File: src/rtl/ukst_pkg.sv
// Package for the unique key set table: sizes, request codes, controller
// states and the command/status bundles between controller and datapath.
// No dependencies.
package ukst_pkg;

  localparam int CAPACITY  = 64;
  localparam int KEY_WIDTH = 32;
  localparam int IDX_W     = $clog2(CAPACITY);
  localparam int CNT_W     = $clog2(CAPACITY + 1);

  typedef enum logic [1:0] {
    REQ_INSERT = 2'd0,
    REQ_REMOVE = 2'd1,
    REQ_SEARCH = 2'd2,
    REQ_CLEAR  = 2'd3
  } ukst_req_e;

  typedef enum logic [1:0] {
    ST_IDLE,
    ST_SCAN,
    ST_SHIFT
  } ukst_state_e;

  typedef struct packed {
    logic load_key;     // latch the request key, restart walk at entry 0
    logic shift_start;  // restart walk just above the hit entry
    logic walk;         // read current entry, advance walk index
    logic shift_wr;     // write each returned entry one place lower
    logic ins_wr;       // append key at the end, raise count
    logic dec_count;
    logic clr_count;
    logic finish;       // register a result for one cycle
    logic res_success;
    logic res_pos_hit;  // report the hit index as position
  } ukst_cmd_t;

  typedef struct packed {
    logic hit;
    logic walk_done;
    logic full;
  } ukst_sts_t;

endpackage

File: src/rtl/ukst_ctrl.sv
// Controller for the unique key set table: request decode and sequencing of
// scan, shift-down and result. Depends on ukst_pkg.
module ukst_ctrl import ukst_pkg::*; (
  input  logic      clk_i,
  input  logic      rst_ni,
  input  logic      start,
  input  logic [1:0] req_type_i,
  output logic      busy,
  input  ukst_sts_t sts_i,
  output ukst_cmd_t cmd_o
);

  ukst_state_e state_q, state_d;
  ukst_req_e   op_q, op_d;

  always_ff @(posedge clk_i or negedge rst_ni) begin
    if (!rst_ni) begin
      state_q <= ST_IDLE;
      op_q    <= REQ_INSERT;
    end else begin
      state_q <= state_d;
      op_q    <= op_d;
    end
  end

  // next state
  always_comb begin
    state_d = state_q;
    op_d    = op_q;
    unique case (state_q)
      ST_IDLE: begin
        if (start) begin
          op_d = ukst_req_e'(req_type_i);
          if (ukst_req_e'(req_type_i) != REQ_CLEAR) state_d = ST_SCAN;
        end
      end
      ST_SCAN: begin
        if (sts_i.hit) begin
          state_d = (op_q == REQ_REMOVE) ? ST_SHIFT : ST_IDLE;
        end else if (sts_i.walk_done) begin
          state_d = ST_IDLE;
        end
      end
      ST_SHIFT: begin
        if (sts_i.walk_done) state_d = ST_IDLE;
      end
      default: state_d = ST_IDLE;
    endcase
  end

  // outputs
  always_comb begin
    cmd_o = '0;
    busy  = (state_q != ST_IDLE);
    unique case (state_q)
      ST_IDLE: begin
        if (start) begin
          if (ukst_req_e'(req_type_i) == REQ_CLEAR) begin
            cmd_o.clr_count   = 1'b1;
            cmd_o.finish      = 1'b1;
            cmd_o.res_success = 1'b1;
          end else begin
            cmd_o.load_key = 1'b1;
          end
        end
      end
      ST_SCAN: begin
        if (sts_i.hit) begin
          unique case (op_q)
            REQ_REMOVE: cmd_o.shift_start = 1'b1;
            REQ_SEARCH: begin
              cmd_o.finish      = 1'b1;
              cmd_o.res_success = 1'b1;
              cmd_o.res_pos_hit = 1'b1;
            end
            default: cmd_o.finish = 1'b1;  // duplicate insert
          endcase
        end else if (sts_i.walk_done) begin
          cmd_o.finish = 1'b1;
          if (op_q == REQ_INSERT && !sts_i.full) begin
            cmd_o.ins_wr      = 1'b1;
            cmd_o.res_success = 1'b1;
          end
        end else begin
          cmd_o.walk = 1'b1;
        end
      end
      ST_SHIFT: begin
        cmd_o.shift_wr = 1'b1;
        if (sts_i.walk_done) begin
          cmd_o.dec_count   = 1'b1;
          cmd_o.finish      = 1'b1;
          cmd_o.res_success = 1'b1;
        end else begin
          cmd_o.walk = 1'b1;
        end
      end
      default: cmd_o = '0;
    endcase
  end

endmodule

File: src/rtl/ukst_dpath.sv
// Datapath for the unique key set table: entry memory with registered read,
// walk index, key compare, entry count and result registers. Depends on ukst_pkg.
module ukst_dpath import ukst_pkg::*; (
  input  logic                 clk_i,
  input  logic                 rst_ni,
  input  logic [KEY_WIDTH-1:0] key_i,
  input  ukst_cmd_t            cmd_i,
  output ukst_sts_t            sts_o,
  output logic                 result_valid_o,
  output logic                 success_o,
  output logic [IDX_W-1:0]     position_o,
  output logic [CNT_W-1:0]     count_o
);

  logic [KEY_WIDTH-1:0] mem [CAPACITY];

  logic [KEY_WIDTH-1:0] key_q;
  logic [KEY_WIDTH-1:0] rdata_q;
  logic [CNT_W-1:0]     idx_q, idx_d;
  logic [IDX_W-1:0]     rd_idx_q;
  logic                 rvalid_q, rvalid_d;
  logic [CNT_W-1:0]     count_q, count_d;
  logic                 strobe_q;
  logic                 success_q;
  logic [IDX_W-1:0]     pos_q;
  logic                 in_range;
  logic                 wr_en;
  logic [IDX_W-1:0]     wr_addr;
  logic [KEY_WIDTH-1:0] wr_data;

  assign in_range = (idx_q < count_q);

  always_comb begin
    idx_d = idx_q;
    priority if (cmd_i.load_key) begin
      idx_d = '0;
    end else if (cmd_i.shift_start) begin
      idx_d = CNT_W'(rd_idx_q) + CNT_W'(1);
    end else if (cmd_i.walk && in_range) begin
      idx_d = idx_q + CNT_W'(1);
    end
  end

  assign rvalid_d = cmd_i.walk && in_range;

  always_comb begin
    count_d = count_q;
    priority if (cmd_i.clr_count) begin
      count_d = '0;
    end else if (cmd_i.ins_wr) begin
      count_d = count_q + CNT_W'(1);
    end else if (cmd_i.dec_count) begin
      count_d = count_q - CNT_W'(1);
    end
  end

  // append at the end, or move a returned entry one place down
  always_comb begin
    wr_en   = 1'b0;
    wr_addr = count_q[IDX_W-1:0];
    wr_data = key_q;
    if (cmd_i.ins_wr) begin
      wr_en = 1'b1;
    end else if (cmd_i.shift_wr && rvalid_q) begin
      wr_en   = 1'b1;
      wr_addr = rd_idx_q - IDX_W'(1);
      wr_data = rdata_q;
    end
  end

  always_ff @(posedge clk_i) begin
    if (wr_en) mem[wr_addr] <= wr_data;
    rdata_q  <= mem[idx_q[IDX_W-1:0]];
    rd_idx_q <= idx_q[IDX_W-1:0];
    if (cmd_i.load_key) key_q <= key_i;
    if (cmd_i.finish) begin
      success_q <= cmd_i.res_success;
      pos_q     <= cmd_i.res_pos_hit ? rd_idx_q : '0;
    end
  end

  always_ff @(posedge clk_i or negedge rst_ni) begin
    if (!rst_ni) begin
      idx_q    <= '0;
      rvalid_q <= 1'b0;
      count_q  <= '0;
      strobe_q <= 1'b0;
    end else begin
      idx_q    <= idx_d;
      rvalid_q <= rvalid_d;
      count_q  <= count_d;
      strobe_q <= cmd_i.finish;
    end
  end

  assign sts_o.hit       = rvalid_q && (rdata_q == key_q);
  assign sts_o.walk_done = !rvalid_q && !in_range;
  assign sts_o.full      = (count_q == CNT_W'(CAPACITY));

  assign result_valid_o = strobe_q;
  assign success_o      = success_q;
  assign position_o     = pos_q;
  assign count_o        = count_q;

endmodule

File: src/rtl/unique_key_set_table_unit.sv
// Top level of the unique key set table: joins controller and datapath.
// Depends on ukst_pkg, ukst_ctrl, ukst_dpath.
//
//  channel  | handshake               | payload
//  ---------+-------------------------+-------------------------------------
//  request  | start & !busy           | req_type_i[1:0], key_i[31:0]
//  result   | result_valid_o (1 cyc)  | success_o, position_o[5:0], count_o[6:0]
//
// Clear finishes in the accepting cycle; the result shows in the next. Insert,
// search and remove scan the stored entries one per cycle through the memory
// read port; the scan stops at the first hit, or when the entries run out on
// a miss. Remove then walks the entries above the hit down one place.
// Reset empties the table at once; entry contents need no clearing. The result
// strobe lasts one cycle and cannot be held; busy is low during it.
module unique_key_set_table_unit import ukst_pkg::*; (
  input  logic                 clk_i,
  input  logic                 rst_ni,
  input  logic                 start,
  output logic                 busy,
  input  logic [1:0]           req_type_i,
  input  logic [KEY_WIDTH-1:0] key_i,
  output logic                 result_valid_o,
  output logic                 success_o,
  output logic [IDX_W-1:0]     position_o,
  output logic [CNT_W-1:0]     count_o
);

  ukst_cmd_t cmd;
  ukst_sts_t sts;

  ukst_ctrl u_ctrl (
    .clk_i      (clk_i),
    .rst_ni     (rst_ni),
    .start      (start),
    .req_type_i (req_type_i),
    .busy       (busy),
    .sts_i      (sts),
    .cmd_o      (cmd)
  );

  ukst_dpath u_dpath (
    .clk_i          (clk_i),
    .rst_ni         (rst_ni),
    .key_i          (key_i),
    .cmd_i          (cmd),
    .sts_o          (sts),
    .result_valid_o (result_valid_o),
    .success_o      (success_o),
    .position_o     (position_o),
    .count_o        (count_o)
  );

endmodule
File: config.mk
export PLATFORM = sky130hd
export DESIGN_NAME = unique_key_set_table_unit
export DESIGN_NICKNAME = d
export VERILOG_FILES = /design/src/rtl/ukst_pkg.sv /design/src/rtl/ukst_ctrl.sv /design/src/rtl/ukst_dpath.sv /design/src/rtl/unique_key_set_table_unit.sv
export SDC_FILE = /design/constraint.sdc
export NUM_CORES = 2
export LEC_CHECK = 0
export BUFFER_PORTS_ARGS = -buffer_cell sky130_fd_sc_hd__buf_2
export CORE_MARGIN = 2
export CORE_UTILIZATION = 39
export DETAILED_ROUTE_END_ITERATION = 10
export PLACE_DENSITY = 0.61
export SYNTH_ARGS = -nofsm -noshare
export SYNTH_HDL_FRONTEND = slang
export SYNTH_SLANG_ARGS = --single-unit
File: constraint.sdc
create_clock -name clk_i -period 15.3 [get_ports clk_i]
set_input_delay 4.59 -clock clk_i [delete_from_list [all_inputs] [get_ports clk_i]]
set_output_delay 4.59 -clock clk_i [all_outputs]
set_load 0.1 [all_outputs]
Word-level counts from Yosys, hierarchy flattened
Memories as Yosys holds them, arrays and structs flattened. A register that Yosys moved wholly into a read port is not among the register bits.
Cells that the tools add are included.
{"block": "word_totals", "n_memories": 1, "out_inout_bits": 16, "in_bits": 37, "word_cells": 89, "ram_bits": 2048, "regBits": 65, "rom_bits": 0, "latch_bits": 0}
{"name": "u_dpath.mem", "words": 64, "word_bits": 32, "read_ports": 1, "rd_ports_with_merged_regs": 1, "wr": 1, "line": "ukst_dpath.sv:15", "rtl": "logic [KEY_WIDTH-1:0] mem [CAPACITY];"}
{"block": "classes", "mul": 0, "addsub": 5, "order_cmp": 1, "shifts": 0, "muxes": 47, "div_mod_pow": 0, "reduce_logical": 15, "eq_ne": 10, "bitwise_logic": 0}
{"operator": "$mux W32", "n": 2}
{"operator": "$mux W7", "n": 6}
{"operator": "$eq A32 B32 Y1", "n": 1}
{"operator": "$mux W1", "n": 23}
{"operator": "$mux W2", "n": 9}
{"operator": "$add A7 B1 Y7 const B", "n": 2}
{"operator": "$mux W6", "n": 2}
{"operator": "$pmux W2 S3", "n": 2}
{"operator": "$add A6 B1 Y7 const B", "n": 1}
{"operator": "$eq A7 B7 Y1 const B", "n": 1}
{"operator": "$lt A7 B7 Y1", "n": 1}
{"operator": "$sub A7 B1 Y7 const B", "n": 1}
{"operator": "$eq A2 B2 Y1 const B", "n": 3}
{"operator": "$mux W3", "n": 2}
{"operator": "$reduce_bool A3 Y1", "n": 2}
{"operator": "$sub A6 B1 Y6 const B", "n": 1}
{"operator": "$logic_and A1 B1 Y1", "n": 5}
{"operator": "$eq A2 B1 Y1 const B", "n": 2}
{"operator": "$logic_not A2 Y1", "n": 2}
{"operator": "$ne A2 B2 Y1 const B", "n": 2}
{"operator": "$reduce_and A2 Y1", "n": 2}
{"operator": "$logic_not A1 Y1", "n": 3}
{"operator": "$ne A2 B1 Y1 const B", "n": 1}
{"operator": "$pmux W1 S2", "n": 1}
{"operator": "$reduce_bool A2 Y1", "n": 1}

Longest topological paths before layout
{"block": "depth", "depth_word": 10, "ltp_mapped": 15, "ltp_nobuf": 15}

Modules after synthesis
A second synthesis with hierarchy kept.
{"block": "unflattened", "cells_unflattened": 3741, "hier_area_um2": 82032.4}
{"module": "ukst_dpath", "n_inst": 1, "cells_each": 3702, "area_each_um2": 81654.6}
{"module": "ukst_ctrl", "n_inst": 1, "cells_each": 39, "area_each_um2": 377.9}

Least setup slack after synthesis
OpenSTA, ideal clock, no wires.
{"block": "synth_path", "path_type": "input -> register", "startpoint": "in req_type_i[0]", "endpoint": "reg u_dpath.pos_q[0], in the netlist u_dpath.position_o[0], enable pin", "arrival_ps": 5565, "slack_ps": 9360, "setup_ps": 374, "stages": 4, "path_cell_list": "nand2_1 nor2_1 a21oi_1 a21oi_1"}
{"item": "from (decl)", "line": "unique_key_set_table_unit.sv:20", "rtl": "input logic [1:0] req_type_i,"}
{"item": "to (signal assigned)", "line": "ukst_dpath.sv:78", "rtl": "pos_q <= cmd_i.res_pos_hit ? rd_idx_q : '0;"}
{"item": "to (decl)", "line": "ukst_dpath.sv:25", "rtl": "logic [IDX_W-1:0] pos_q;"}

Worst setup path in the final report
{"block": "layout_path", "startpoint": "reg u_ctrl.state_q[0]", "endpoint": "out busy"}
{"block": "layout_between", "elab_chain_cells": 1}
{"item": "from (decl)", "line": "ukst_ctrl.sv:13", "rtl": "ukst_state_e state_q, state_d;"}
{"item": "from (signal assigned)", "line": "ukst_ctrl.sv:21", "rtl": "state_q <= state_d;"}
{"item": "$reduce_bool A2 Y1", "line": "ukst_ctrl.sv:54", "rtl": "busy = (state_q != ST_IDLE);"}
{"item": "to (decl)", "line": "unique_key_set_table_unit.sv:19", "rtl": "output logic busy,"}
No other way between the ends.

==> results.txt <==
----------------------------------------------------
[Floorplan]
  DIE WIDTH ... approximately 460 um
  Core outline area ... 210000 sq um
  Io pins ... 53
  Initial Utilization ... between 30% and 40%
  Die Ht ... 463 um
  Number of standard-cell rows in the floorplan ... 168
  Die ar. ... around 210000 sq um

[Power and ir drop]
  Total chip power ... 0.0156 W
  Max VDD drop ... about 220 uV
  Leakage power ... between 20 and 30 nW
  Power per unit of standard cell area ... 167 nW/um^2

[Clock tree]
  Clock latency at the later pin of the worst-skew pair ... around 0.86 ns
  Post-cts hold buffer count ... 0
  Num CTS Buffers ... between 200 and 250
  Cell at the root of the clock tree ... clkbuf_16
  Sinks on Clock Net ... 2145
  Gates resized, CTS repair ... 0
  CTS clk-pin slew, worst paths ... 0.06 ns
  Buffer count from post-CTS setup fixing ... 0
  Maximum count of clock buffers along a single path ... 3
  Clock tree from TritonCTS ... done
  CTS H-Tree Depth ... 4

[Drt]
  Routed wire length ... roughly 190000 um
  Number of nets with antenna violations after routing ... 0
  Initial drt markers ... about 4200
  Average routed wire per standard cell ... a little under 30 um
  First-pass detailed-route iteration total ... 5
  Total via count after detailed routing ... between 30000 and 40000
  Post-detailed-route DRC marker count ... 0
  Avg Vias per Cell ... between 5 and 6

[Timing]
  Setup Skew ... around 0.027 ns
  Count of endpoints failing hold in the final timing report ... 0
  Highest attainable clock frequency ... 150 MHz
  Minimum clock period ... between 6 and 7 ns
  Final Slew Violations ... 0
  Final cycle utilization of the critical path ... 43.6%
  Setup TNS ... 0 ns
  Pin slew with the least headroom to its limit ... between 1 and 1.5 ns
  Setup repair after global routing missed its margin ... false
  Count of final setup violators ... 0
  Slew margin rel. ... 15.0%

[Critical path]
  Startpoint types ... register
  Cell with the most instances on the worst path ... inv_1
  CP Data Arrival Time ... around 2.1 ns
  Reg2Reg Capture Point ... u_dpath.mem[56][11]
  Kind of critical path ... reg2out
  CP required ... around 11 ns
  CP endpoint kind ... primary output
  Reg2Reg Launch Point ... u_dpath.idx_q[5]
  Critical path's slowest cell ... buf_2
  Slowest cell delay on critical path ... ~0.42 ns
  Worst Reg2Reg Path Length in Cells ... 8
  Top fanout value on the critical path ... 6
  Reg2reg setup slack ... just over 10 ns
  CP Cell Sequence ... inv_1 -> ha_1 -> inv_1 -> buf_2

[GRT]
  Combined global-route utilization of all metal layers ... 17.8%
  Maximum number of pins on one net before global-route repair ... roughly 130
  Vias in the first global route ... 37400
  Antenna violations before repair ... 11
  Grt ovf ... 0
  Wire length of the first global-routing pass ... ~280000 um

[Logic synthesis]
  Mapped Avg Cell Area ... roughly 24 sq um
  Part of the Yosys area used for sequential elements ... between 70% and 80%
  Leading register cell type out of synthesis ... edfxtp_1
  Count of distinct cell types in the synthesized netlist ... 55
  Total of flip-flops plus latches after synthesis ... approximately 2100
  Synth async-reset ratio ... 0.932%
  EDFF count, synth ... 2087
  Synth Cell Area ... between 80000 and 90000 sq um
  Post-Syn Nets ... about 3400
  Gate Count Post-Synth ... about 3400
  Synth warnings ... 0

[Placement]
  HPWL Detailed ... approximately 100000 um
  Placer congestion estimate ... around 0.80
  Number of buffers added on ports ... 52

[Outcome]
  Result of the run ... finished clean

[Job]
  Number of max-capacitance violations reported ... 0

[Min path]
  Cells on Worst Hold Path ... 1
  Min-Delay Startpoint ... u_ctrl.state_q[0]
  Path class of the lowest-slack min-delay path ... reg2reg
  Hold Path End ... u_ctrl.state_q[0]

[Cells and area]
  Fraction of layout cells with a size suffix above 1 ... between 30% and 40%
  Fillers ... 17400
  Final nets ... about 3600
  P&R area growth vs syn ... 13.2%
  Leading cell type in the layout, fill and taps excluded ... edfxtp_1
  Highest-count cells in the layout ignoring fill and taps ... edfxtp_1, mux4_2, clkbuf_16

----------------------------------------------------
state kept, by name (all words and copies together), names as in the netlist, 2 cells and up:
signal              cells
u_dpath.rd_idx_q        6
u_dpath.rdata_q        32
u_dpath.position_o      6
u_ctrl.op_q             2
u_dpath.key_q          32
u_dpath.count_o         7
u_ctrl.state_q          2
u_dpath.mem          2048
u_dpath.idx_q           7
power breakdown:
| group | switching [W] | leakage (nW) | total, W | internal [W] |
|---|---|---|---|---|
| sequential | 0.000159 | 19.3 | 0.00686 | 0.00670 |
| clock | 0.00218 | 3.18 | 0.00492 | 0.00274 |
| combinational | 0.00208 | 5.47 | 0.00377 | 0.00170 |
| total | 0.00442 | 28.0 | 0.0156 | 0.0111 |
worst max-delay path: cells and delay by family (launching register included):
| family | cells | cell delay, ns |
|---|---|---|
| flip-flops | 1 | 0.39 |
| buffers and inverters | 3 | 0.58 |
| adder cells (fa/ha/maj) | 1 | 0.27 |
layout make-up:
cell class	count	area, sq um	area share, %
Tap cell	2805	3510	3.77
Clock inverter	111	981	1.05
Multi-Input combinational cell	1027	17900	19.3
Inverter	24	90.1	0.0968
Antenna cell	4	10.0	0.0108
Sequential cell	2145	64000	68.7
Timing Repair Buffer	148	1020	1.09
Clock buffer	275	5530	5.94
through the flow:
stage / util [%] / cells / setup WS, ns / hold slack (ns) / instance area, sq um
detailed placement: 41.3 / 6149 / 8.89 / 0.553 / 86500
global route: 44.4 / 6536 / 8.51 / 0.580 / 93000
global placement: 41.3 / 6149 / 8.98 / 0.541 / 86500
CTS: 44.4 / 6535 / 8.53 / 0.568 / 93000
floorplan: - / 3359 / 9.36 / 0.357 / 82200
finish: 44.4 / 6539 / 8.63 / 0.565 / 93000
routing by layer:
layer	share of wire, %	track usage [%]	wire length (um)
met2	48	28.3	92600
met4	2.0	4.76	3880
met3	6.7	3.03	12800
met5	0	0	0
met1	43	25.5	82000
kinds of logic after synthesis:
group | after synthesis | share of synthesized area (%)
flip-flops | 2145 | 77.8
multiplexers | 708 | 18.9
AND/OR/NAND/NOR | 192 | 1.03
buffers and inverters | 187 | 0.994
AO/OA/AOI/OAI | 65 | 0.515
XOR/XNOR | 43 | 0.458
adder cells (fa/ha/maj) | 19 | 0.298
synth_stat cells (2+ instances only):
| library cell | instances | share of area, % |
|---|---|---|
| edfxtp_1 | 2087 | 76 |
| mux4_2 | 672 | 18 |
| nor2_1 | 97 | 0.44 |
| clkbuf_1 | 83 | 0.38 |
| xnor2_1 | 39 | 0.42 |
| dfxtp_1 | 38 | 0.93 |
| buf_1 | 37 | 0.17 |
| nand2_1 | 37 | 0.17 |
| mux2_2 | 29 | 0.40 |
| buf_2 | 23 | 0.14 |
| dfrtp_1 | 20 | 0.61 |
| inv_1 | 20 | 0.091 |
| a21oi_1 | 19 | 0.12 |
| ha_1 | 18 | 0.27 |
| buf_4 | 17 | 0.16 |
| nand3_1 | 15 | 0.091 |
| o21ai_1 | 10 | 0.061 |
| nor3_1 | 9 | 0.055 |
| and2_1 | 7 | 0.053 |
| mux2_1 | 6 | 0.082 |
| nand4_1 | 6 | 0.046 |
| o21a_1 | 6 | 0.055 |
| nor2b_1 | 5 | 0.038 |
| nor4_1 | 5 | 0.038 |
| inv_2 | 4 | 0.018 |
| o21ai_0 | 4 | 0.024 |
| xor2_1 | 4 | 0.043 |
| a211oi_1 | 3 | 0.027 |
| and4_1 | 3 | 0.032 |
| buf_6 | 3 | 0.041 |
| nand2b_1 | 3 | 0.023 |
| a211o_1 | 2 | 0.021 |
| a22o_1 | 2 | 0.021 |
| a22oi_1 | 2 | 0.018 |
| a31oi_1 | 2 | 0.015 |
| o211ai_1 | 2 | 0.018 |
| o2bb2ai_1 | 2 | 0.021 |
how the worst max path moves through the flow:
stage	startpoint	endpoint	cells after the start
floorplan	req_type_i[0]	u_dpath.position_o[0]	4
global placement	req_type_i[0]	u_dpath.key_q[24]	5
detailed placement	start	u_dpath.position_o[3]	5
CTS	u_ctrl.state_q[0]	busy	4
global route	u_ctrl.state_q[0]	busy	4
finish	u_ctrl.state_q[0]	busy	4
Power figures use the tool's default switching activity.
